### src/addressed_crc8_frame_receiver_unit_defines.svh
// Assertion macros used by the frame core module.
`ifndef ADDRESSED_CRC8_FRAME_RECEIVER_UNIT_DEFINES_SVH
`define ADDRESSED_CRC8_FRAME_RECEIVER_UNIT_DEFINES_SVH

// Implication in the same cycle, disabled while reset is asserted.
`define ACFR_ASSERT_SAME(lbl, clk, rst_n, ante, cons, msg) \
	lbl: assert property (@(posedge clk) disable iff (!rst_n) (ante) |-> (cons)) \
		else $error(msg);

// Implication checked in the next cycle, disabled while reset is asserted.
`define ACFR_ASSERT_NEXT(lbl, clk, rst_n, ante, cons, msg) \
	lbl: assert property (@(posedge clk) disable iff (!rst_n) (ante) |=> (cons)) \
		else $error(msg);

`endif

### src/acfr_pkg.sv
// Package: types, constants and the CRC-8 update for the frame receiver.
package acfr_pkg;

	localparam int unsigned BYTE_W      = 8;
	localparam int unsigned SETPOINT_W  = 16;
	localparam logic [7:0]  CRC_POLY    = 8'h8C;
	localparam logic [7:0]  CRC_INIT    = 8'h00;
	localparam logic [7:0]  ADDR_RESET  = 8'h01;
	localparam logic [1:0]  POS_ADDR    = 2'd0;
	localparam logic [1:0]  POS_HI      = 2'd1;
	localparam logic [1:0]  POS_LO      = 2'd2;
	localparam logic [1:0]  POS_CRC     = 2'd3;

	typedef enum logic [1:0] {
		STATUS_ACCEPTED    = 2'd0,
		STATUS_BAD_ADDRESS = 2'd1,
		STATUS_BAD_CRC     = 2'd2
	} acfr_status_t;

	// Registered byte handed from the input stage to the frame core
	typedef struct packed {
		logic             valid;
		logic [BYTE_W-1:0] data;
	} acfr_stage_t;

	// Reflected CRC-8 (Maxim), one byte, LSB first
	function automatic logic [7:0] crc8_update(input logic [7:0] crc_in,
		input logic [7:0] data_in);
		logic [7:0] crc;
		logic [7:0] d;
		logic       mix;
		crc = crc_in;
		d   = data_in;
		for (int i = 0; i < 8; i++) begin
			mix = crc[0] ^ d[0];
			crc = crc >> 1;
			if (mix) begin
				crc = crc ^ CRC_POLY;
			end
			d = d >> 1;
		end
		return crc;
	endfunction

endpackage

### src/acfr_in_stage.sv
// Input register stage: captures one received byte per transaction.
module acfr_in_stage
	import acfr_pkg::*;
(
	input  logic              clk,
	input  logic              arst_n,
	input  logic              in_valid,
	output logic              in_ready,
	input  logic [BYTE_W-1:0] rx_byte,
	input  logic              take,
	output acfr_stage_t       stage
);

	logic              valid_s1;
	logic [BYTE_W-1:0] rx_byte_s1;

	// Free when empty or when the core drains it this cycle
	assign in_ready = !valid_s1 || take;

	always_ff @(posedge clk or negedge arst_n) begin
		if (!arst_n) begin
			valid_s1 <= 1'b0;
		end else if (in_ready) begin
			valid_s1 <= in_valid;
		end
	end

	always_ff @(posedge clk) begin
		if (in_valid && in_ready) begin
			rx_byte_s1 <= rx_byte;
		end
	end

	assign stage.valid = valid_s1;
	assign stage.data  = rx_byte_s1;

endmodule

### src/acfr_frame_core.sv
// Frame core: byte collection, CRC update, checks and result register.
`include "addressed_crc8_frame_receiver_unit_defines.svh"
module acfr_frame_core
	import acfr_pkg::*;
(
	input  logic                  clk,
	input  logic                  arst_n,
	input  logic                  cfg_we,
	input  logic [BYTE_W-1:0]     node_address,
	input  acfr_stage_t           stage,
	output logic                  take,
	output logic                  out_valid,
	input  logic                  out_ready,
	output logic [1:0]            frame_status,
	output logic [SETPOINT_W-1:0] held_setpoint
);

	logic [BYTE_W-1:0]     dev_addr_q;
	logic [1:0]            pos_q;
	logic [BYTE_W-1:0]     crc_q;
	logic [BYTE_W-1:0]     addr_byte_q;
	logic [BYTE_W-1:0]     hi_byte_q;
	logic [BYTE_W-1:0]     lo_byte_q;
	logic [SETPOINT_W-1:0] setpoint_q;
	logic                  out_valid_q;
	acfr_status_t          status_q;
	logic                  is_last;
	acfr_status_t          status_d;

	// Configuration register
	always_ff @(posedge clk or negedge arst_n) begin
		if (!arst_n) begin
			dev_addr_q <= ADDR_RESET;
		end else if (cfg_we) begin
			dev_addr_q <= node_address;
		end
	end

	// The CRC byte may only move on when the result register is free or being drained
	assign is_last = (pos_q == POS_CRC);
	assign take    = stage.valid && (!is_last || !out_valid_q || out_ready);

	// Frame checks, address first
	always_comb begin
		if (addr_byte_q != dev_addr_q) begin
			status_d = STATUS_BAD_ADDRESS;
		end else if (crc_q != stage.data) begin
			status_d = STATUS_BAD_CRC;
		end else begin
			status_d = STATUS_ACCEPTED;
		end
	end

	// Frame position, running CRC, setpoint and result valid
	always_ff @(posedge clk or negedge arst_n) begin
		if (!arst_n) begin
			pos_q       <= POS_ADDR;
			crc_q       <= CRC_INIT;
			setpoint_q  <= '0;
			out_valid_q <= 1'b0;
		end else begin
			// a new result replaces the one drained in the same cycle
			if (take && is_last) begin
				out_valid_q <= 1'b1;
			end else if (out_valid_q && out_ready) begin
				out_valid_q <= 1'b0;
			end
			if (take) begin
				if (is_last) begin
					pos_q <= POS_ADDR;
					crc_q <= CRC_INIT;
					if (status_d == STATUS_ACCEPTED) begin
						setpoint_q <= {hi_byte_q, lo_byte_q};
					end
				end else begin
					pos_q <= pos_q + 2'd1;
					crc_q <= crc8_update(crc_q, stage.data);
				end
			end
		end
	end

	// Payload bytes and status, no reset needed
	always_ff @(posedge clk) begin
		if (take) begin
			if (pos_q == POS_ADDR) begin
				addr_byte_q <= stage.data;
			end
			if (pos_q == POS_HI) begin
				hi_byte_q <= stage.data;
			end
			if (pos_q == POS_LO) begin
				lo_byte_q <= stage.data;
			end
			if (is_last) begin
				status_q <= status_d;
			end
		end
	end

	assign out_valid     = out_valid_q;
	assign frame_status  = status_q;
	assign held_setpoint = setpoint_q;

	// Checks
	`ACFR_ASSERT_NEXT(a_mid_frame_keeps_setpoint, clk, arst_n, take && !is_last,
		$stable(setpoint_q), "setpoint changed on a byte before the CRC byte")
	`ACFR_ASSERT_NEXT(a_crc_byte_restarts, clk, arst_n, take && is_last,
		out_valid_q && pos_q == POS_ADDR && crc_q == CRC_INIT,
		"CRC byte did not give a result and restart the frame")
	`ACFR_ASSERT_NEXT(a_position_steps, clk, arst_n, take && !is_last,
		pos_q == $past(pos_q) + 2'd1, "frame position did not advance by one")
	`ACFR_ASSERT_SAME(a_no_overwrite, clk, arst_n, out_valid_q && !out_ready,
		!(take && is_last), "pending result would be overwritten")
	`ACFR_ASSERT_SAME(a_status_code, clk, arst_n, out_valid_q,
		status_q == STATUS_ACCEPTED || status_q == STATUS_BAD_ADDRESS ||
		status_q == STATUS_BAD_CRC, "invalid status code in result")

endmodule

### src/addressed_crc8_frame_receiver_unit.sv
// Top level of the addressed CRC-8 frame receiver.
//
// Input channel: in_valid/in_ready carry rx_byte, one received byte per
// transaction. Four bytes form a frame: address, value high, value low and
// the reflected CRC-8 (0x8C, init 0) over the first three.
// Output channel: out_valid/out_ready carry one transaction per frame with
// frame_status (0 accepted, 1 address mismatch, 2 CRC mismatch) and
// held_setpoint, the last accepted 16-bit value.
// Configuration: node_address is written on a cycle with cfg_we high. The user
// must do so only while no frame is in flight; the block does not enforce this.
// Throughput is one byte per cycle while no pending result stalls it, set by
// the combinational CRC update between the input and frame state registers.
// out_valid is registered once the CRC byte moves on from the input register.
// While a result waits for out_ready, address and payload bytes of the next
// frame keep flowing; only the next CRC byte is held in the input register,
// and in_ready drops once that register is full.
// Reset clears the frame position, running CRC, setpoint and pending result
// and sets the node address to 1.
module addressed_crc8_frame_receiver_unit
	import acfr_pkg::*;
(
	input  logic                  clk,
	input  logic                  arst_n,
	input  logic                  cfg_we,
	input  logic [BYTE_W-1:0]     node_address,
	input  logic                  in_valid,
	output logic                  in_ready,
	input  logic [BYTE_W-1:0]     rx_byte,
	output logic                  out_valid,
	input  logic                  out_ready,
	output logic [1:0]            frame_status,
	output logic [SETPOINT_W-1:0] held_setpoint
);

	acfr_stage_t stage;
	logic        take;

	acfr_in_stage u_in_stage (
		.clk      (clk),
		.arst_n   (arst_n),
		.in_valid (in_valid),
		.in_ready (in_ready),
		.rx_byte  (rx_byte),
		.take     (take),
		.stage    (stage)
	);

	acfr_frame_core u_frame_core (
		.clk           (clk),
		.arst_n        (arst_n),
		.cfg_we        (cfg_we),
		.node_address  (node_address),
		.stage         (stage),
		.take          (take),
		.out_valid     (out_valid),
		.out_ready     (out_ready),
		.frame_status  (frame_status),
		.held_setpoint (held_setpoint)
	);

endmodule

### config.mk
export PLATFORM = sky130hd
export DESIGN_NAME = addressed_crc8_frame_receiver_unit
export DESIGN_NICKNAME = d
export VERILOG_FILES = /design/src/acfr_pkg.sv /design/src/acfr_in_stage.sv /design/src/acfr_frame_core.sv /design/src/addressed_crc8_frame_receiver_unit.sv
export VERILOG_INCLUDE_DIRS = /design/src /design/src/src
export SDC_FILE = /design/constraint.sdc
export NUM_CORES = 1
export LEC_CHECK = 0
export BUFFER_PORTS_ARGS = -buffer_cell sky130_fd_sc_hd__buf_2
export CAP_MARGIN = 10
export CORE_MARGIN = 3
export CORE_UTILIZATION = 40
export DETAILED_ROUTE_END_ITERATION = 7
export SLEW_MARGIN = 10
export SYNTH_ARGS = -nofsm -noshare
export SYNTH_HDL_FRONTEND = slang
export SYNTH_SLANG_ARGS = --single-unit
### constraint.sdc
create_clock -name clk -period 3.6 [get_ports clk]
set_clock_uncertainty 0.2 [all_clocks]
set_input_delay 0.36 -clock clk [delete_from_list [all_inputs] [get_ports clk]]
set_output_delay 0.36 -clock clk [all_outputs]
set_load 0.1 [all_outputs]
==> results of run 1 <==
-- Yosys cell counts, drive strengths merged --
cell / number
nand3b: 1
mux2i: 2
or3: 1
and3: 3
nor2: 3
nor3: 1
or4: 1
xor2: 14
mux2: 24
a22o: 4
nand4b: 1
nand4: 1
nand2b: 1
nand2: 9
dfrtp: 35
nor4: 2
o31ai: 2
xnor3: 1
edfxtp: 34
ha: 4
nor2b: 1
buf: 2
inv: 4
clkbuf: 2
dfstp: 1
o21ai: 5
xnor2: 14
and2: 2
-- worst reg2reg max path: stages, from the launching register on --
cell and delay (ns):
sky130_fd_sc_hd__edfxtp_1 0.53, sky130_fd_sc_hd__xnor2_2 0.29, sky130_fd_sc_hd__nand2_1 0.08, sky130_fd_sc_hd__or4_4 0.50, sky130_fd_sc_hd__nor3_4 0.16, sky130_fd_sc_hd__buf_4 0.29, sky130_fd_sc_hd__mux2_2 0.38
-- logic make-up after synthesis --
| kind of cell | share of synthesized area |
|---|---|
| flip-flops | 0.668 |
| XOR/XNOR | 0.103 |
| AND/OR/NAND/NOR | 0.0548 |
| multiplexers | 0.114 |
| AO/OA/AOI/OAI | 0.0261 |
| buffers and inverters | 0.0161 |
| adder cells (fa/ha/maj) | 0.0174 |
-- registers in the layout, summed over array words and instances, names as in the netlist --
signal / count
u_frame_core.crc_q: 8
u_frame_core.pos_q: 2
u_frame_core.dev_addr_q: 8
u_frame_core.frame_status: 2
u_frame_core.hi_byte_q: 8
u_in_stage.rx_byte_s1: 8
u_frame_core.addr_byte_q: 8
u_frame_core.lo_byte_q: 8
u_frame_core.held_setpoint: 16
u_frame_core.out_valid: 1
u_in_stage.valid_s1: 1
-- through the flow --
step	total power, W	cells	setup slack (ns)	hold WS (ns)	cell area, µm²
after floorplan	0.00163	175	0.404	-0.136	2880
after CTS	0.00235	335	1.05	0.0254	3460
final	0.00232	335	1.05	0.0445	3460
after detailed placement	0.00177	308	1.06	0.265	3170
after global routing	0.00247	335	0.932	0.0381	3460
after global placement	0.00177	308	1.06	0.259	3170
-- layout by cell type, fill, tap and decap left out --
| cell type | n |
|---|---|
| sky130_fd_sc_hd__buf_2 | 40 |
| sky130_fd_sc_hd__dfrtp_1 | 35 |
| sky130_fd_sc_hd__edfxtp_1 | 34 |
| sky130_fd_sc_hd__xor2_1 | 14 |
| sky130_fd_sc_hd__mux2_2 | 14 |
| sky130_fd_sc_hd__dlygate4sd3_1 | 11 |
| sky130_fd_sc_hd__xnor2_1 | 10 |
| sky130_fd_sc_hd__mux2_4 | 10 |
| sky130_fd_sc_hd__clkbuf_8 | 10 |
| sky130_fd_sc_hd__nand2_1 | 9 |
| sky130_fd_sc_hd__o21ai_0 | 5 |
| sky130_fd_sc_hd__xnor2_2 | 4 |
| sky130_fd_sc_hd__inv_1 | 4 |
| sky130_fd_sc_hd__a22o_1 | 4 |
| sky130_fd_sc_hd__ha_1 | 4 |
| sky130_fd_sc_hd__and3_1 | 3 |
| sky130_fd_sc_hd__nor2_1 | 3 |
| sky130_fd_sc_hd__nor4_1 | 2 |
| sky130_fd_sc_hd__and2_1 | 2 |
| sky130_fd_sc_hd__o31ai_1 | 2 |
| sky130_fd_sc_hd__mux2i_1 | 2 |
| sky130_fd_sc_hd__clkinv_4 | 2 |
| sky130_fd_sc_hd__clkinv_2 | 2 |
| sky130_fd_sc_hd__nand4_1 | 1 |
| sky130_fd_sc_hd__or4_4 | 1 |
| sky130_fd_sc_hd__nor2b_1 | 1 |
| sky130_fd_sc_hd__nand3b_1 | 1 |
| sky130_fd_sc_hd__nand4b_1 | 1 |
| sky130_fd_sc_hd__nor3_4 | 1 |
| sky130_fd_sc_hd__xnor3_1 | 1 |
| sky130_fd_sc_hd__nand2b_1 | 1 |
| sky130_fd_sc_hd__or3_1 | 1 |
| sky130_fd_sc_hd__clkinvlp_4 | 1 |
| sky130_fd_sc_hd__clkbuf_1 | 1 |
| sky130_fd_sc_hd__buf_4 | 1 |
| sky130_fd_sc_hd__dfstp_2 | 1 |
-- power by group through the flow --
stage	sequential (W)	combinational (W)	clock, W
floorplan	0.00111	0.000520	0
global placement	0.00109	0.000681	0
detailed placement	0.00110	0.000673	0
CTS	0.00108	0.000689	0.000579
global route	0.00109	0.000759	0.000614
finish	0.00108	0.000683	0.000558
-- per-layer routing --
metal  track usage  wire [µm]  vias up
li1              -          -      746
met1         0.166       2300      770
met2         0.209       2430       32
met3        0.0633        255        8
met4        0.0490         78        0
met5             0          0        -
-- final timing paths --
check / start / endpoint / depth (start not counted)
worst max-delay path: u_in_stage.rx_byte_s1[6] / u_frame_core.held_setpoint[4] / 6
worst min-delay path: node_address[6] / u_frame_core.dev_addr_q[6] / 2
worst max register to register: u_in_stage.rx_byte_s1[6] / u_frame_core.held_setpoint[4] / 6
worst min register to register: u_frame_core.lo_byte_q[0] / u_frame_core.held_setpoint[0] / 1
max in group asynchronous: arst_n / u_frame_core.held_setpoint[0] / 2
min in group asynchronous: arst_n / u_frame_core.dev_addr_q[6] / 2
-- area by class of cell --
type,count,area (µm²),share of cell area
clock buffer,11,141,0.0409
clock inverter,5,35.0,0.0101
inverter,4,15.0,0.00434
multi-input combinational,97,908,0.262
sequential,70,1920,0.556
tap,96,120,0.0347
timing repair buffer,52,318,0.0918
-- repair_timing --
| item | in CTS | in global routing |
|---|---|---|
| setup endpoints to repair | 0 | 0 |
| hold endpoints to repair | 45 | 0 |
| hold buffers | 11 | 0 |
==> report_table.html, run 1 <==
<table>
<tr><th>Metric</th><th>Value</th></tr>
<tr><th colspan="2">Worst setup path</th></tr>
<tr><td>Type of the worst setup path</td><td>flop to flop</td></tr>
<tr><td>Cells traversed along the worst timing path</td><td>xnor2_2 -&gt; nand2_1 -&gt; or4_4 -&gt; nor3_4 -&gt; buf_4 -&gt; mux2_2</td></tr>
<tr><td>Startpoint types</td><td>flop</td></tr>
<tr><td>Worst-path cell with the longest stage delay</td><td>sky130_fd_sc_hd__edfxtp_1</td></tr>
<tr><td>Arrival time at the worst endpoint</td><td>2.58 ns</td></tr>
<tr><td>Data required time of the worst path</td><td>3.62 ns</td></tr>
<tr><td>Buf/Inv on CP</td><td>1</td></tr>
<tr><td>Peak fanout along the critical path</td><td>16</td></tr>
<tr><td>Maximum cell stage delay along the critical path</td><td>0.53 ns</td></tr>
<tr><td>Setup slack on the worst flop-to-flop path</td><td>1.05 ns</td></tr>
<tr><td>Worst setup EP type</td><td>flop</td></tr>
<tr><td>Largest delay contributor family on the critical path</td><td>simple AND/OR/NAND/NOR gates</td></tr>
<tr><th colspan="2">Timing</th></tr>
<tr><td>Max-slew violation count</td><td>0</td></tr>
<tr><td>Worst-Margin Slew</td><td>0.805 ns</td></tr>
<tr><td>Worst-case headroom to the max-slew limit</td><td>0.463</td></tr>
<tr><td>Maximum clock rate</td><td>392 MHz</td></tr>
<tr><td>Post-route setup TNS</td><td>0 ns</td></tr>
<tr><td>Final critical-path required period</td><td>2.55 ns</td></tr>
<tr><td>RSZ-0062 raised after global routing</td><td>false</td></tr>
<tr><td>Number of failing hold endpoints at the final stage</td><td>0</td></tr>
<tr><td>Final setup vio count</td><td>0</td></tr>
<tr><td>Portion of the clock cycle consumed by the worst path in the final layout</td><td>0.709</td></tr>
<tr><th colspan="2">Power</th></tr>
<tr><td>Switching Fraction</td><td>0.322</td></tr>
<tr><td>Clock network power share</td><td>0.241</td></tr>
<tr><td>Worst supply voltage drop on vdd</td><td>356 µV</td></tr>
<tr><td>Internal</td><td>0.00157 W</td></tr>
<tr><td>Power Dens Cells</td><td>670 mW/mm²</td></tr>
<tr><td>Static leakage</td><td>1.52 nW</td></tr>
<tr><td>Flop pwr share</td><td>0.465</td></tr>
<tr><td>Switching power</td><td>0.000746 W</td></tr>
<tr><td>Logic pwr share</td><td>0.294</td></tr>
<tr><th colspan="2">Detailed routing</th></tr>
<tr><td>Post-route antenna net violation count</td><td>0</td></tr>
<tr><td>Mean number of vias per cell</td><td>4.64</td></tr>
<tr><td>Via total after detailed routing</td><td>1556</td></tr>
<tr><td>Number of iterations in the first detailed-routing pass</td><td>4</td></tr>
<tr><td>Average routed wire per standard cell</td><td>15.1 µm</td></tr>
<tr><td>DRC violations left</td><td>0</td></tr>
<tr><td>Routed Wire Length</td><td>5060 µm</td></tr>
<tr><td>Drt initial violations</td><td>90</td></tr>
<tr><th colspan="2">Place</th></tr>
<tr><td>Placer's final routability congestion estimate</td><td>0.809</td></tr>
<tr><td>Port Buffers</td><td>40</td></tr>
<tr><td>Post-DP HPWL</td><td>3470 µm</td></tr>
<tr><th colspan="2">GRT</th></tr>
<tr><td>Number of global-route vias before repair</td><td>1569</td></tr>
<tr><td>Global route total overflow</td><td>0</td></tr>
<tr><td>Pin count of the biggest net entering global routing</td><td>37</td></tr>
<tr><td>Antenna violations before repair</td><td>0</td></tr>
<tr><td>First-pass GRT wire length</td><td>8150 µm</td></tr>
<tr><td>Total global routing track utilization</td><td>0.135</td></tr>
<tr><th colspan="2">Layout</th></tr>
<tr><td>Fill cell total of the finished layout</td><td>592</td></tr>
<tr><td>Share of post-route cells with drive strength above 1</td><td>0.364</td></tr>
<tr><td>Layout net count</td><td>259</td></tr>
<tr><td>Layout overhead on the synthesized area</td><td>20.3%</td></tr>
<tr><td>Number of antenna cells inserted</td><td>0</td></tr>
<tr><td>Final design utilization</td><td>0.504</td></tr>
<tr><th colspan="2">Logic synthesis</th></tr>
<tr><td>Synthesized flop and latch total</td><td>70</td></tr>
<tr><td>Yosys top cell by area</td><td>sky130_fd_sc_hd__edfxtp_1</td></tr>
<tr><td>Mapped Nets</td><td>200</td></tr>
<tr><td>Proportion of synthesized chip area in sequential cells</td><td>0.668</td></tr>
<tr><td>Post-Synthesis Cells</td><td>175</td></tr>
<tr><td>Area share of the largest cell type after synthesis</td><td>0.355</td></tr>
<tr><td>Synth Warn #</td><td>0</td></tr>
<tr><td>Synth top area cells</td><td>sky130_fd_sc_hd__edfxtp_1 35%, sky130_fd_sc_hd__dfrtp_1 30%, sky130_fd_sc_hd__mux2_2 5.5%</td></tr>
<tr><td>Synth Area per Inst</td><td>16.4 µm²</td></tr>
<tr><td>Cell variety after synth</td><td>31</td></tr>
<tr><td>Netlist area before placement</td><td>0.00288 mm²</td></tr>
<tr><th colspan="2">Run</th></tr>
<tr><td>Max Cap Violations</td><td>0</td></tr>
<tr><th colspan="2">Floorplan</th></tr>
<tr><td>Number of rows in the core area</td><td>30</td></tr>
<tr><td>DIE AREA</td><td>0.00825 mm²</td></tr>
<tr><td>Count of pins on the block boundary</td><td>41</td></tr>
<tr><td>Die X-Extent</td><td>90.8 µm</td></tr>
<tr><td>Standard cell core area</td><td>0.00687 mm²</td></tr>
<tr><td>Die span in y</td><td>90.8 µm</td></tr>
<tr><td>Initial core utilization</td><td>0.419</td></tr>
<tr><th colspan="2">CTS</th></tr>
<tr><td>Number of buffers added by the clock tree synthesis step</td><td>9</td></tr>
<tr><td>Clock insertion delay at the later pin of the skew report</td><td>0.34 ns</td></tr>
<tr><td>Count of H-tree levels built during CTS</td><td>3</td></tr>
<tr><td>Post-CTS Resized</td><td>0</td></tr>
<tr><td>Buffers inserted by post-CTS timing repair</td><td>0</td></tr>
<tr><td>Clock slew seen by the registers of the worst setup and hold paths</td><td>0.07 ns</td></tr>
<tr><td>Clock root buffer</td><td>sky130_fd_sc_hd__clkbuf_8</td></tr>
<tr><td>Clock sink count</td><td>70</td></tr>
<tr><td>Buffer depth of the longest clock path</td><td>2</td></tr>
<tr><td>Clock tree from TritonCTS</td><td>built</td></tr>
<tr><th colspan="2">Outcome</th></tr>
<tr><td>Status</td><td>complete, no violations</td></tr>
<tr><th colspan="2">Min path</th></tr>
<tr><td>Hold Path Class</td><td>input port to flop</td></tr>
</table>
No activity file was read; power rests on OpenSTA's default activity.
==> inputs of run 2 (changes only) <==
==> constraint.sdc (replaced) <==
create_clock -name clk -period 2.3 [get_ports clk]
set_clock_uncertainty 0.2 [all_clocks]
set_input_delay 0.23 -clock clk [delete_from_list [all_inputs] [get_ports clk]]
set_output_delay 0.23 -clock clk [all_outputs]
set_load 0.1 [all_outputs]
==> run 2 against run 1 <==
Effect of this change: non-clock buffer count is 29 higher; via count is 4.6% higher; utilization is 4.4 points higher; critical path depth stayed put; sequential share of layout area is 4.3 points lower; cell area is 8.7% higher; first-iteration DRC count is 3.3% lower; largest power group unchanged.
==> report_table.html, run 2 (synthesized netlist as in run 1, its figures left out) <==
<table>
<tr><th>Metric</th><th>Value</th></tr>
<tr><th colspan="2">Timing</th></tr>
<tr><td>Final critical-path required period</td><td>2.24 ns (was 2.55 ns)</td></tr>
<tr><td>Post-route setup TNS</td><td>0 ns (unchanged)</td></tr>
<tr><td>Max-slew violation count</td><td>0 (unchanged)</td></tr>
<tr><td>Portion of the clock cycle consumed by the worst path in the final layout</td><td>0.973 (was 0.709)</td></tr>
<tr><td>RSZ-0062 raised after global routing</td><td>true (was false)</td></tr>
<tr><td>Worst-Margin Slew</td><td>0.512 ns (was 0.805 ns)</td></tr>
<tr><td>Worst hold-check slack</td><td>0.0706 ns (was 0.0445 ns)</td></tr>
<tr><td>Maximum clock rate</td><td>447 MHz (was 392 MHz)</td></tr>
<tr><td>Worst-case headroom to the max-slew limit</td><td>0.658 (was 0.463)</td></tr>
<tr><td>Number of failing hold endpoints at the final stage</td><td>0 (unchanged)</td></tr>
<tr><td>Final setup vio count</td><td>0 (unchanged)</td></tr>
<tr><th colspan="2">Worst setup path</th></tr>
<tr><td>Largest delay contributor family on the critical path</td><td>simple AND/OR/NAND/NOR gates (unchanged)</td></tr>
<tr><td>Peak fanout along the critical path</td><td>16 (unchanged)</td></tr>
<tr><td>Worst-path cell with the longest stage delay</td><td>sky130_fd_sc_hd__edfxtp_1 (unchanged)</td></tr>
<tr><td>Startpoint types</td><td>flop (unchanged)</td></tr>
<tr><td>Type of the worst setup path</td><td>flop to flop (unchanged)</td></tr>
<tr><td>Buf/Inv on CP</td><td>1 (unchanged)</td></tr>
<tr><td>Maximum cell stage delay along the critical path</td><td>0.47 ns (was 0.53 ns)</td></tr>
<tr><td>Worst setup EP type</td><td>flop (unchanged)</td></tr>
<tr><td>Arrival time at the worst endpoint</td><td>2.28 ns (was 2.58 ns)</td></tr>
<tr><td>Cells traversed along the worst timing path</td><td>xnor2_2 -&gt; nand4_1 -&gt; or4_4 -&gt; nor3_4 -&gt; buf_12 -&gt; mux2_2 (was xnor2_2 -&gt; nand2_1 -&gt; or4_4 -&gt; nor3_4 -&gt; buf_4 -&gt; mux2_2)</td></tr>
<tr><td>Data required time of the worst path</td><td>2.34 ns (was 3.62 ns)</td></tr>
<tr><th colspan="2">GRT</th></tr>
<tr><td>First-pass GRT wire length</td><td>8920 µm (was 8150 µm)</td></tr>
<tr><td>Pin count of the biggest net entering global routing</td><td>22 (was 37)</td></tr>
<tr><td>Global route total overflow</td><td>0 (unchanged)</td></tr>
<tr><td>Total global routing track utilization</td><td>0.143 (was 0.135)</td></tr>
<tr><td>Antenna violations before repair</td><td>0 (unchanged)</td></tr>
<tr><td>Number of global-route vias before repair</td><td>1745 (was 1569)</td></tr>
<tr><th colspan="2">Detailed routing</th></tr>
<tr><td>Mean number of vias per cell</td><td>4.47 (was 4.64)</td></tr>
<tr><td>Average routed wire per standard cell</td><td>14.5 µm (was 15.1 µm)</td></tr>
<tr><td>DRC violations left</td><td>0 (unchanged)</td></tr>
<tr><td>Post-route antenna net violation count</td><td>0 (unchanged)</td></tr>
<tr><td>Via total after detailed routing</td><td>1627 (was 1556)</td></tr>
<tr><td>Drt initial violations</td><td>87 (was 90)</td></tr>
<tr><td>Number of iterations in the first detailed-routing pass</td><td>4 (unchanged)</td></tr>
<tr><td>Routed Wire Length</td><td>5270 µm (was 5060 µm)</td></tr>
<tr><th colspan="2">Power</th></tr>
<tr><td>Static leakage</td><td>1.67 nW (was 1.52 nW)</td></tr>
<tr><td>Clock network power share</td><td>0.259 (was 0.241)</td></tr>
<tr><td>Worst supply voltage drop on vdd</td><td>623 µV (was 356 µV)</td></tr>
<tr><td>Flop pwr share</td><td>0.430 (was 0.465)</td></tr>
<tr><td>Switching power</td><td>0.00123 W (was 0.000746 W)</td></tr>
<tr><td>Logic pwr share</td><td>0.311 (was 0.294)</td></tr>
<tr><td>Power Dens Cells</td><td>1040 mW/mm² (was 670 mW/mm²)</td></tr>
<tr><td>Switching Fraction</td><td>0.315 (was 0.322)</td></tr>
<tr><td>Internal</td><td>0.00267 W (was 0.00157 W)</td></tr>
<tr><th colspan="2">CTS</th></tr>
<tr><td>Buffer depth of the longest clock path</td><td>2 (unchanged)</td></tr>
<tr><td>Clock root buffer</td><td>sky130_fd_sc_hd__clkbuf_8 (unchanged)</td></tr>
<tr><td>Count of H-tree levels built during CTS</td><td>3 (unchanged)</td></tr>
<tr><td>Clock slew seen by the registers of the worst setup and hold paths</td><td>0.08 ns (was 0.07 ns)</td></tr>
<tr><td>Number of buffers added by the clock tree synthesis step</td><td>9 (unchanged)</td></tr>
<tr><td>Clock sink count</td><td>70 (unchanged)</td></tr>
<tr><td>Clock tree from TritonCTS</td><td>built (unchanged)</td></tr>
<tr><td>Clock insertion delay at the later pin of the skew report</td><td>0.35 ns (was 0.34 ns)</td></tr>
<tr><th colspan="2">Place</th></tr>
<tr><td>Placer's final routability congestion estimate</td><td>0.767 (was 0.809)</td></tr>
<tr><td>Placed insts</td><td>328 (was 308)</td></tr>
<tr><td>Port Buffers</td><td>40 (unchanged)</td></tr>
<tr><td>Post-DP HPWL</td><td>3780 µm (was 3470 µm)</td></tr>
<tr><th colspan="2">Layout</th></tr>
<tr><td>Final design utilization</td><td>0.548 (was 0.504)</td></tr>
<tr><td>Number of flip-flops in the largest register</td><td>16 (unchanged)</td></tr>
<tr><td>Commonest cells after routing, fill and taps aside</td><td>40 x sky130_fd_sc_hd__buf_2, 34 x sky130_fd_sc_hd__edfxtp_1, 34 x sky130_fd_sc_hd__dfrtp_1, 21 x sky130_fd_sc_hd__buf_4, 19 x sky130_fd_sc_hd__dlygate4sd3_1 (was 40 x sky130_fd_sc_hd__buf_2, 35 x sky130_fd_sc_hd__dfrtp_1, 34 x sky130_fd_sc_hd__edfxtp_1, 14 x sky130_fd_sc_hd__xor2_1, 14 x sky130_fd_sc_hd__mux2_2)</td></tr>
<tr><td>Leading cell type in the layout, fill and taps excluded</td><td>sky130_fd_sc_hd__buf_2 (unchanged)</td></tr>
<tr><td>Final non-filler cell total</td><td>364 (was 335)</td></tr>
<tr><td>Share of post-route cells with drive strength above 1</td><td>0.418 (was 0.364)</td></tr>
<tr><td>Number of antenna cells inserted</td><td>0 (unchanged)</td></tr>
<tr><td>Layout overhead on the synthesized area</td><td>30.7% (was 20.3%)</td></tr>
<tr><td>Layout net count</td><td>288 (was 259)</td></tr>
<tr><th colspan="2">Floorplan</th></tr>
<tr><td>Die span in y</td><td>90.8 µm (unchanged)</td></tr>
<tr><td>Initial core utilization</td><td>0.419 (unchanged)</td></tr>
<tr><td>Die X-Extent</td><td>90.8 µm (unchanged)</td></tr>
<tr><td>Count of pins on the block boundary</td><td>41 (unchanged)</td></tr>
<tr><td>Standard cell core area</td><td>0.00687 mm² (unchanged)</td></tr>
<tr><td>Number of rows in the core area</td><td>30 (unchanged)</td></tr>
<tr><td>DIE AREA</td><td>0.00825 mm² (unchanged)</td></tr>
<tr><th colspan="2">Outcome</th></tr>
<tr><td>Status</td><td>complete, no violations (unchanged)</td></tr>
<tr><th colspan="2">Run</th></tr>
<tr><td>Max Cap Violations</td><td>0 (unchanged)</td></tr>
<tr><th colspan="2">Min path</th></tr>
<tr><td>Hold Path Class</td><td>input port to flop (unchanged)</td></tr>
</table>
[run 2: final cells by class]
type	instances	area, µm²
Fill cell	563	3110
Sequential cell	70	1930
Multi-Input combinational cell	97	926
Timing Repair Buffer	81	568
Clock buffer	9	124
Tap cell	96	120
Clock inverter	7	81.3
Inverter	4	15.0
[run 2: worst register-to-register path, cell delays in order (launching register included)]
cell	delay [ns]
sky130_fd_sc_hd__edfxtp_1	0.47
sky130_fd_sc_hd__xnor2_2	0.21
sky130_fd_sc_hd__nand4_1	0.11
sky130_fd_sc_hd__or4_4	0.44
sky130_fd_sc_hd__nor3_4	0.16
sky130_fd_sc_hd__buf_12	0.19
sky130_fd_sc_hd__mux2_2	0.35
[run 2: repair_timing]
item | 4_1_cts | 5_1_grt
endpoints found under the hold margin | 37 | 0
setup endpoints to repair | 0 | 16
hold buffers | 19 | 0
buffers inserted | 0 | 1
resized for setup | 0 | 3
[run 2: power groups by stage]
| stage | clock (W) | sequential, W | combinational, W |
|---|---|---|---|
| floorplan | 0 | 0.00174 | 0.000817 |
| global placement | 0 | 0.00170 | 0.00119 |
| detailed placement | 0 | 0.00171 | 0.00118 |
| CTS | 0.00105 | 0.00168 | 0.00122 |
| global route | 0.00111 | 0.00171 | 0.00133 |
| finish | 0.00101 | 0.00168 | 0.00121 |
[run 2: final timing paths]
kind | end | from | slack (ns) | depth (start not counted)
min in group asynchronous | u_frame_core.dev_addr_q[7] | arst_n | 0.17 | 2
min | u_frame_core.dev_addr_q[2] | cfg_we | 0.07 | 2
max reg2reg | u_frame_core.held_setpoint[4] | u_in_stage.rx_byte_s1[7] | 0.06 | 6
min reg2reg | u_frame_core.held_setpoint[5] | u_frame_core.lo_byte_q[5] | 0.28 | 1
max in group asynchronous | u_frame_core.held_setpoint[3] | arst_n | 1.17 | 3
max | u_frame_core.held_setpoint[4] | u_in_stage.rx_byte_s1[7] | 0.06 | 6
[run 2: per-layer routing]
layer	part of all wire	routed length [µm]	track usage	vias up
met1	0.43	2260	0.171	780
met2	0.51	2670	0.235	32
met3	0.046	242	0.0542	12
met5	0	0	0	-
met4	0.018	93	0.0528	0
li1	-	-	-	803
[run 2: stage by stage]
| step | worst slack (ns) | total power [W] | area [µm²] |
|---|---|---|---|
| after floorplan | -0.330 | 0.00256 | 2890 |
| after global placement | 0.0996 | 0.00289 | 3340 |
| after detailed placement | 0.0455 | 0.00289 | 3340 |
| after CTS | 0.0238 | 0.00395 | 3740 |
| after global routing | -0.0425 | 0.00415 | 3760 |
| final | 0.0618 | 0.00390 | 3760 |
==> inputs of run 3 (changes only) <==
--- a/config.mk
+++ b/config.mk
@@ -6,11 +6,14 @@
 export SDC_FILE = /design/constraint.sdc
 export NUM_CORES = 1
 export LEC_CHECK = 0
+export ABC_AREA = 1
 export BUFFER_PORTS_ARGS = -buffer_cell sky130_fd_sc_hd__buf_2
 export CAP_MARGIN = 10
 export CORE_MARGIN = 3
 export CORE_UTILIZATION = 40
+export CTS_BUF_LIST = sky130_fd_sc_hd__clkbuf_8
 export DETAILED_ROUTE_END_ITERATION = 7
+export GPL_ROUTABILITY_DRIVEN = 0
 export SLEW_MARGIN = 10
 export SYNTH_ARGS = -nofsm -noshare
 export SYNTH_HDL_FRONTEND = slang
==> run 3 against run 2 <==
Effect of this change: synthesized cell count up 59%; maximum frequency up 7.2%; flip-flop and latch count unchanged; total power down 5.3%; global-route usage up 1.1 points; highest routed layer unchanged; clock power about the same; largest cell class unchanged; die area up 7.1%.
==> report_table.html, run 3 <==
<table>
<tr><th>Metric</th><th>Value</th></tr>
<tr><th colspan="2">CTS</th></tr>
<tr><td>Clock insertion delay at the later pin of the skew report</td><td>0.34 ns (was 0.35 ns)</td></tr>
<tr><td>Clock tree from TritonCTS</td><td>built (unchanged)</td></tr>
<tr><td>Buffers inserted by post-CTS timing repair</td><td>0 (unchanged)</td></tr>
<tr><td>Clock root buffer</td><td>sky130_fd_sc_hd__clkbuf_8 (unchanged)</td></tr>
<tr><td>Buffer depth of the longest clock path</td><td>2 (unchanged)</td></tr>
<tr><td>Number of buffers added by the clock tree synthesis step</td><td>9 (unchanged)</td></tr>
<tr><td>Post-CTS Resized</td><td>0 (unchanged)</td></tr>
<tr><td>Clock sink count</td><td>70 (unchanged)</td></tr>
<tr><td>Clock slew seen by the registers of the worst setup and hold paths</td><td>0.08 ns (about the same)</td></tr>
<tr><td>Number of buffers added to fix hold violations after cts</td><td>19 (unchanged)</td></tr>
<tr><td>Count of H-tree levels built during CTS</td><td>3 (unchanged)</td></tr>
<tr><th colspan="2">Timing</th></tr>
<tr><td>Final setup vio count</td><td>0 (unchanged)</td></tr>
<tr><td>Portion of the clock cycle consumed by the worst path in the final layout</td><td>0.908 (was 0.973)</td></tr>
<tr><td>Max-slew violation count</td><td>0 (unchanged)</td></tr>
<tr><td>Worst-Margin Slew</td><td>0.485 ns (was 0.512 ns)</td></tr>
<tr><td>Worst-case headroom to the max-slew limit</td><td>0.677 (was 0.658)</td></tr>
<tr><td>Final critical-path required period</td><td>2.09 ns (was 2.24 ns)</td></tr>
<tr><td>RSZ-0062 raised after global routing</td><td>false (was true)</td></tr>
<tr><td>Worst hold-check slack</td><td>0.0434 ns (was 0.0706 ns)</td></tr>
<tr><td>Maximum clock rate</td><td>479 MHz (was 447 MHz)</td></tr>
<tr><td>Number of failing hold endpoints at the final stage</td><td>0 (unchanged)</td></tr>
<tr><th colspan="2">GRT</th></tr>
<tr><td>Global route total overflow</td><td>0 (unchanged)</td></tr>
<tr><td>First-pass GRT wire length</td><td>10100 µm (was 8920 µm)</td></tr>
<tr><td>Antenna violations before repair</td><td>0 (unchanged)</td></tr>
<tr><td>Number of global-route vias before repair</td><td>2052 (was 1745)</td></tr>
<tr><td>Total global routing track utilization</td><td>0.154 (was 0.143)</td></tr>
<tr><td>Pin count of the biggest net entering global routing</td><td>33 (was 22)</td></tr>
<tr><th colspan="2">Worst setup path</th></tr>
<tr><td>Source of the critical timing path</td><td>u_frame_core.pos_q[0] (was u_in_stage.rx_byte_s1[7])</td></tr>
<tr><td>Startpoint of the lowest-slack register-to-register path</td><td>u_frame_core.pos_q[0] (was u_in_stage.rx_byte_s1[7])</td></tr>
<tr><td>Type of the worst setup path</td><td>flop to primary output (was flop to flop)</td></tr>
<tr><td>Setup slack on the worst flop-to-flop path</td><td>0.27 ns (was 0.06 ns)</td></tr>
<tr><td>Worst setup EP type</td><td>primary output (was flop)</td></tr>
<tr><td>Maximum cell stage delay along the critical path</td><td>0.44 ns (was 0.47 ns)</td></tr>
<tr><td>Worst reg2reg endpoint</td><td>u_frame_core.held_setpoint[1] (was u_frame_core.held_setpoint[4])</td></tr>
<tr><td>Data required time of the worst path</td><td>1.87 ns (was 2.34 ns)</td></tr>
<tr><td>Cells traversed along the worst timing path</td><td>ha_1 -&gt; nand4_1 -&gt; buf_2 (was xnor2_2 -&gt; nand4_1 -&gt; or4_4 -&gt; nor3_4 -&gt; buf_12 -&gt; mux2_2)</td></tr>
<tr><td>Worst-path cell with the longest stage delay</td><td>sky130_fd_sc_hd__buf_2 (was sky130_fd_sc_hd__edfxtp_1)</td></tr>
<tr><td>Arrival time at the worst endpoint</td><td>1.66 ns (was 2.28 ns)</td></tr>
<tr><td>FF-to-FF path depth</td><td>8 (was 6)</td></tr>
<tr><td>Startpoint types</td><td>flop (unchanged)</td></tr>
<tr><td>Peak fanout along the critical path</td><td>4 (was 16)</td></tr>
<tr><th colspan="2">Power</th></tr>
<tr><td>PnR Total Power</td><td>0.00370 W (was 0.00390 W)</td></tr>
<tr><td>Internal</td><td>0.00240 W (was 0.00267 W)</td></tr>
<tr><td>Power Dens Cells</td><td>967 mW/mm² (was 1040 mW/mm²)</td></tr>
<tr><td>Clock network power share</td><td>0.266 (was 0.259)</td></tr>
<tr><td>Switching power</td><td>0.00129 W (was 0.00123 W)</td></tr>
<tr><td>Static leakage</td><td>1.82 nW (was 1.67 nW)</td></tr>
<tr><td>Flop pwr share</td><td>0.456 (was 0.430)</td></tr>
<tr><td>Worst supply voltage drop on vdd</td><td>476 µV (was 623 µV)</td></tr>
<tr><td>Switching Fraction</td><td>0.350 (was 0.315)</td></tr>
<tr><td>Logic pwr share</td><td>0.278 (was 0.311)</td></tr>
<tr><th colspan="2">Floorplan</th></tr>
<tr><td>Number of rows in the core area</td><td>31 (was 30)</td></tr>
<tr><td>Die X-Extent</td><td>94.0 µm (was 90.8 µm)</td></tr>
<tr><td>Initial core utilization</td><td>0.420 (was 0.419)</td></tr>
<tr><td>Count of pins on the block boundary</td><td>41 (unchanged)</td></tr>
<tr><td>Standard cell core area</td><td>0.00737 mm² (was 0.00687 mm²)</td></tr>
<tr><td>DIE AREA</td><td>0.00883 mm² (was 0.00825 mm²)</td></tr>
<tr><td>Die span in y</td><td>94.0 µm (was 90.8 µm)</td></tr>
<tr><th colspan="2">Run</th></tr>
<tr><td>Max Cap Violations</td><td>0 (unchanged)</td></tr>
<tr><th colspan="2">Place</th></tr>
<tr><td>Port Buffers</td><td>40 (unchanged)</td></tr>
<tr><td>Post-DP HPWL</td><td>4170 µm (was 3780 µm)</td></tr>
<tr><td>Instance area at placement</td><td>0.00344 mm² (was 0.00334 mm²)</td></tr>
<tr><th colspan="2">Layout</th></tr>
<tr><td>Number of flip-flops in the largest register</td><td>16 (unchanged)</td></tr>
<tr><td>Commonest cells after routing, fill and taps aside</td><td>68 x sky130_fd_sc_hd__nand2_1, 40 x sky130_fd_sc_hd__buf_2, 39 x sky130_fd_sc_hd__inv_1, 34 x sky130_fd_sc_hd__edfxtp_1, 34 x sky130_fd_sc_hd__dfrtp_1 (was 40 x sky130_fd_sc_hd__buf_2, 34 x sky130_fd_sc_hd__edfxtp_1, 34 x sky130_fd_sc_hd__dfrtp_1, 21 x sky130_fd_sc_hd__buf_4, 19 x sky130_fd_sc_hd__dlygate4sd3_1)</td></tr>
<tr><td>Layout net count</td><td>374 (was 288)</td></tr>
<tr><td>Number of antenna cells inserted</td><td>0 (unchanged)</td></tr>
<tr><td>Share of post-route cells with drive strength above 1</td><td>0.316 (was 0.418)</td></tr>
<tr><td>Layout overhead on the synthesized area</td><td>23.4% (was 30.7%)</td></tr>
<tr><td>Leading cell type in the layout, fill and taps excluded</td><td>sky130_fd_sc_hd__nand2_1 (was sky130_fd_sc_hd__buf_2)</td></tr>
<tr><td>Post-layout instance area</td><td>0.00382 mm² (was 0.00376 mm²)</td></tr>
<tr><td>Fill cell total of the finished layout</td><td>668 (was 563)</td></tr>
<tr><th colspan="2">Logic synthesis</th></tr>
<tr><td>Synthesized flop and latch total</td><td>70 (unchanged)</td></tr>
<tr><td>Predominant post-synthesis flop cell</td><td>sky130_fd_sc_hd__dfrtp_1 (unchanged)</td></tr>
<tr><td>Area share of the largest cell type after synthesis</td><td>0.330 (was 0.355)</td></tr>
<tr><td>Proportion of synthesized flip-flops having asynchronous set or reset</td><td>0.514 (unchanged)</td></tr>
<tr><td>Most numerous cell in the Yosys netlist</td><td>sky130_fd_sc_hd__nand2_1 (was sky130_fd_sc_hd__dfrtp_1)</td></tr>
<tr><td>Synth Warn #</td><td>0 (unchanged)</td></tr>
<tr><td>Yosys top cell by area</td><td>sky130_fd_sc_hd__edfxtp_1 (unchanged)</td></tr>
<tr><td>Mapped Nets</td><td>303 (was 200)</td></tr>
<tr><td>Synth Area per Inst</td><td>11.1 µm² (was 16.4 µm²)</td></tr>
<tr><td>Netlist area before placement</td><td>0.00310 mm² (was 0.00288 mm²)</td></tr>
<tr><td>Synth top area cells</td><td>sky130_fd_sc_hd__edfxtp_1 33%, sky130_fd_sc_hd__dfrtp_1 28%, sky130_fd_sc_hd__nand2_1 8.2% (was sky130_fd_sc_hd__edfxtp_1 35%, sky130_fd_sc_hd__dfrtp_1 30%, sky130_fd_sc_hd__mux2_2 5.5%)</td></tr>
<tr><td>Post-Synthesis Cells</td><td>278 (was 175)</td></tr>
<tr><td>Number of enable-type register cells in the synthesized netlist</td><td>34 (unchanged)</td></tr>
<tr><td>Cell variety after synth</td><td>27 (was 31)</td></tr>
<tr><td>Proportion of synthesized chip area in sequential cells</td><td>0.621 (was 0.668)</td></tr>
<tr><td>Cell types with the highest counts after synthesis</td><td>68 x sky130_fd_sc_hd__nand2_1, 40 x sky130_fd_sc_hd__inv_1, 35 x sky130_fd_sc_hd__dfrtp_1, 34 x sky130_fd_sc_hd__edfxtp_1 (was 35 x sky130_fd_sc_hd__dfrtp_1, 34 x sky130_fd_sc_hd__edfxtp_1, 14 x sky130_fd_sc_hd__mux2_2, 14 x sky130_fd_sc_hd__xor2_1)</td></tr>
<tr><th colspan="2">Detailed routing</th></tr>
<tr><td>Routed met3 length</td><td>272 µm (was 242 µm)</td></tr>
<tr><td>Average routed wire per standard cell</td><td>13.2 µm (was 14.5 µm)</td></tr>
<tr><td>Via total after detailed routing</td><td>2067 (was 1627)</td></tr>
<tr><td>Mean number of vias per cell</td><td>4.56 (was 4.47)</td></tr>
<tr><td>Met2 routed WL</td><td>2980 µm (was 2670 µm)</td></tr>
<tr><td>Post-route antenna net violation count</td><td>0 (unchanged)</td></tr>
<tr><td>DRC violations left</td><td>0 (unchanged)</td></tr>
<tr><td>Drt initial violations</td><td>140 (was 87)</td></tr>
<tr><td>Met1 WL</td><td>2680 µm (was 2260 µm)</td></tr>
<tr><td>Number of iterations in the first detailed-routing pass</td><td>4 (unchanged)</td></tr>
<tr><td>Routed Wire Length</td><td>5990 µm (was 5270 µm)</td></tr>
<tr><td>Top routing layer in use</td><td>met4 (unchanged)</td></tr>
<tr><th colspan="2">Min path</th></tr>
<tr><td>End point of the worst hold path</td><td>u_frame_core.dev_addr_q[7] (was u_frame_core.dev_addr_q[2])</td></tr>
<tr><td>Instance count along the most critical hold path</td><td>3 (was 2)</td></tr>
<tr><td>Hold Path Class</td><td>input port to flop (unchanged)</td></tr>
<tr><td>Hold Crit Start</td><td>cfg_we (unchanged)</td></tr>
<tr><th colspan="2">Outcome</th></tr>
<tr><td>Status</td><td>complete, no violations (unchanged)</td></tr>
</table>
[run 3: changes by cell type after synthesis, moves of 8 or more]
cell | before | now
sky130_fd_sc_hd__nand3_1 | 0 | 11
sky130_fd_sc_hd__inv_1 | 4 | 40
sky130_fd_sc_hd__mux2_2 | 14 | 6
sky130_fd_sc_hd__xor2_1 | 14 | 6
sky130_fd_sc_hd__mux2_4 | 10 | 0
sky130_fd_sc_hd__o21ai_2 | 0 | 16
sky130_fd_sc_hd__nand2_1 | 9 | 68
sky130_fd_sc_hd__nand2_2 | 0 | 16
[run 3: area by class of cell]
type	instances	area, µm²	share of cell area
well taps	99	124	0.0324
inverters	43	161	0.0423
clock inverters	7	70.1	0.0183
clock buffers	9	124	0.0324
repair buffers	64	440	0.115
flip-flops and latches	70	1930	0.504
multi-input cells	161	973	0.255
[run 3: routing by layer]
metal | track usage | vias to the layer above
met5 | 0 | -
met4 | 0.0469 | 0
met3 | 0.0465 | 6
met2 | 0.252 | 44
met1 | 0.197 | 983
li1 | - | 1034
[run 3: worst max path at each step]
stage | end | slack (ns) | depth (start not counted)
floorplan | u_in_stage.rx_byte_s1[0] | -0.30 | 3
global placement | u_frame_core.held_setpoint[1] | 0.31 | 8
detailed placement | u_frame_core.held_setpoint[1] | 0.28 | 8
CTS | in_ready | 0.19 | 3
global route | in_ready | 0.12 | 3
finish | in_ready | 0.21 | 3
[run 3: critical path, delay by kind of cell, from the launching register on]
family | cells | cell delay [ns]
AND/OR/NAND/NOR | 1 | 0.16
buffers and inverters | 1 | 0.44
flip-flops | 1 | 0.41
adder cells (fa/ha/maj) | 1 | 0.31
[run 3: cells by family (layout without fill, tap and decap cells)]
group / count (synthesis) / in the layout / share of synthesized area
adders and majority gates: 4 / 4 / 0.0162
and+or+nand+nor: 112 / 112 / 0.169
buffers and inverters: 47 / 123 / 0.0643
xor gates and xnor gates: 12 / 12 / 0.0388
AOI/OAI and AO/OA: 27 / 27 / 0.0687
muxes: 6 / 6 / 0.0218
DFF: 70 / 70 / 0.621
[run 3: power groups by stage]
stage / Sequential [W] / Clock [W] / Combinational [W]
finish: 0.00168 / 0.000983 / 0.00103
global route: 0.00171 / 0.00108 / 0.00117
CTS: 0.00169 / 0.00101 / 0.00103
detailed placement: 0.00171 / 0 / 0.000996
global placement: 0.00171 / 0 / 0.000980
floorplan: 0.00174 / 0 / 0.000703
[run 3: metrics by stage]
stage | util | TNS (ns) | std cells | setup slack (ns)
2_1_floorplan | - | -2.51 | 278 | -0.296
3_3_place_gp | 0.466 | 0 | 418 | 0.313
3_5_place_dp | 0.466 | 0 | 418 | 0.283
4_1_cts | 0.518 | 0 | 453 | 0.194
5_1_grt | 0.518 | 0 | 453 | 0.119
6_report | 0.518 | 0 | 453 | 0.212
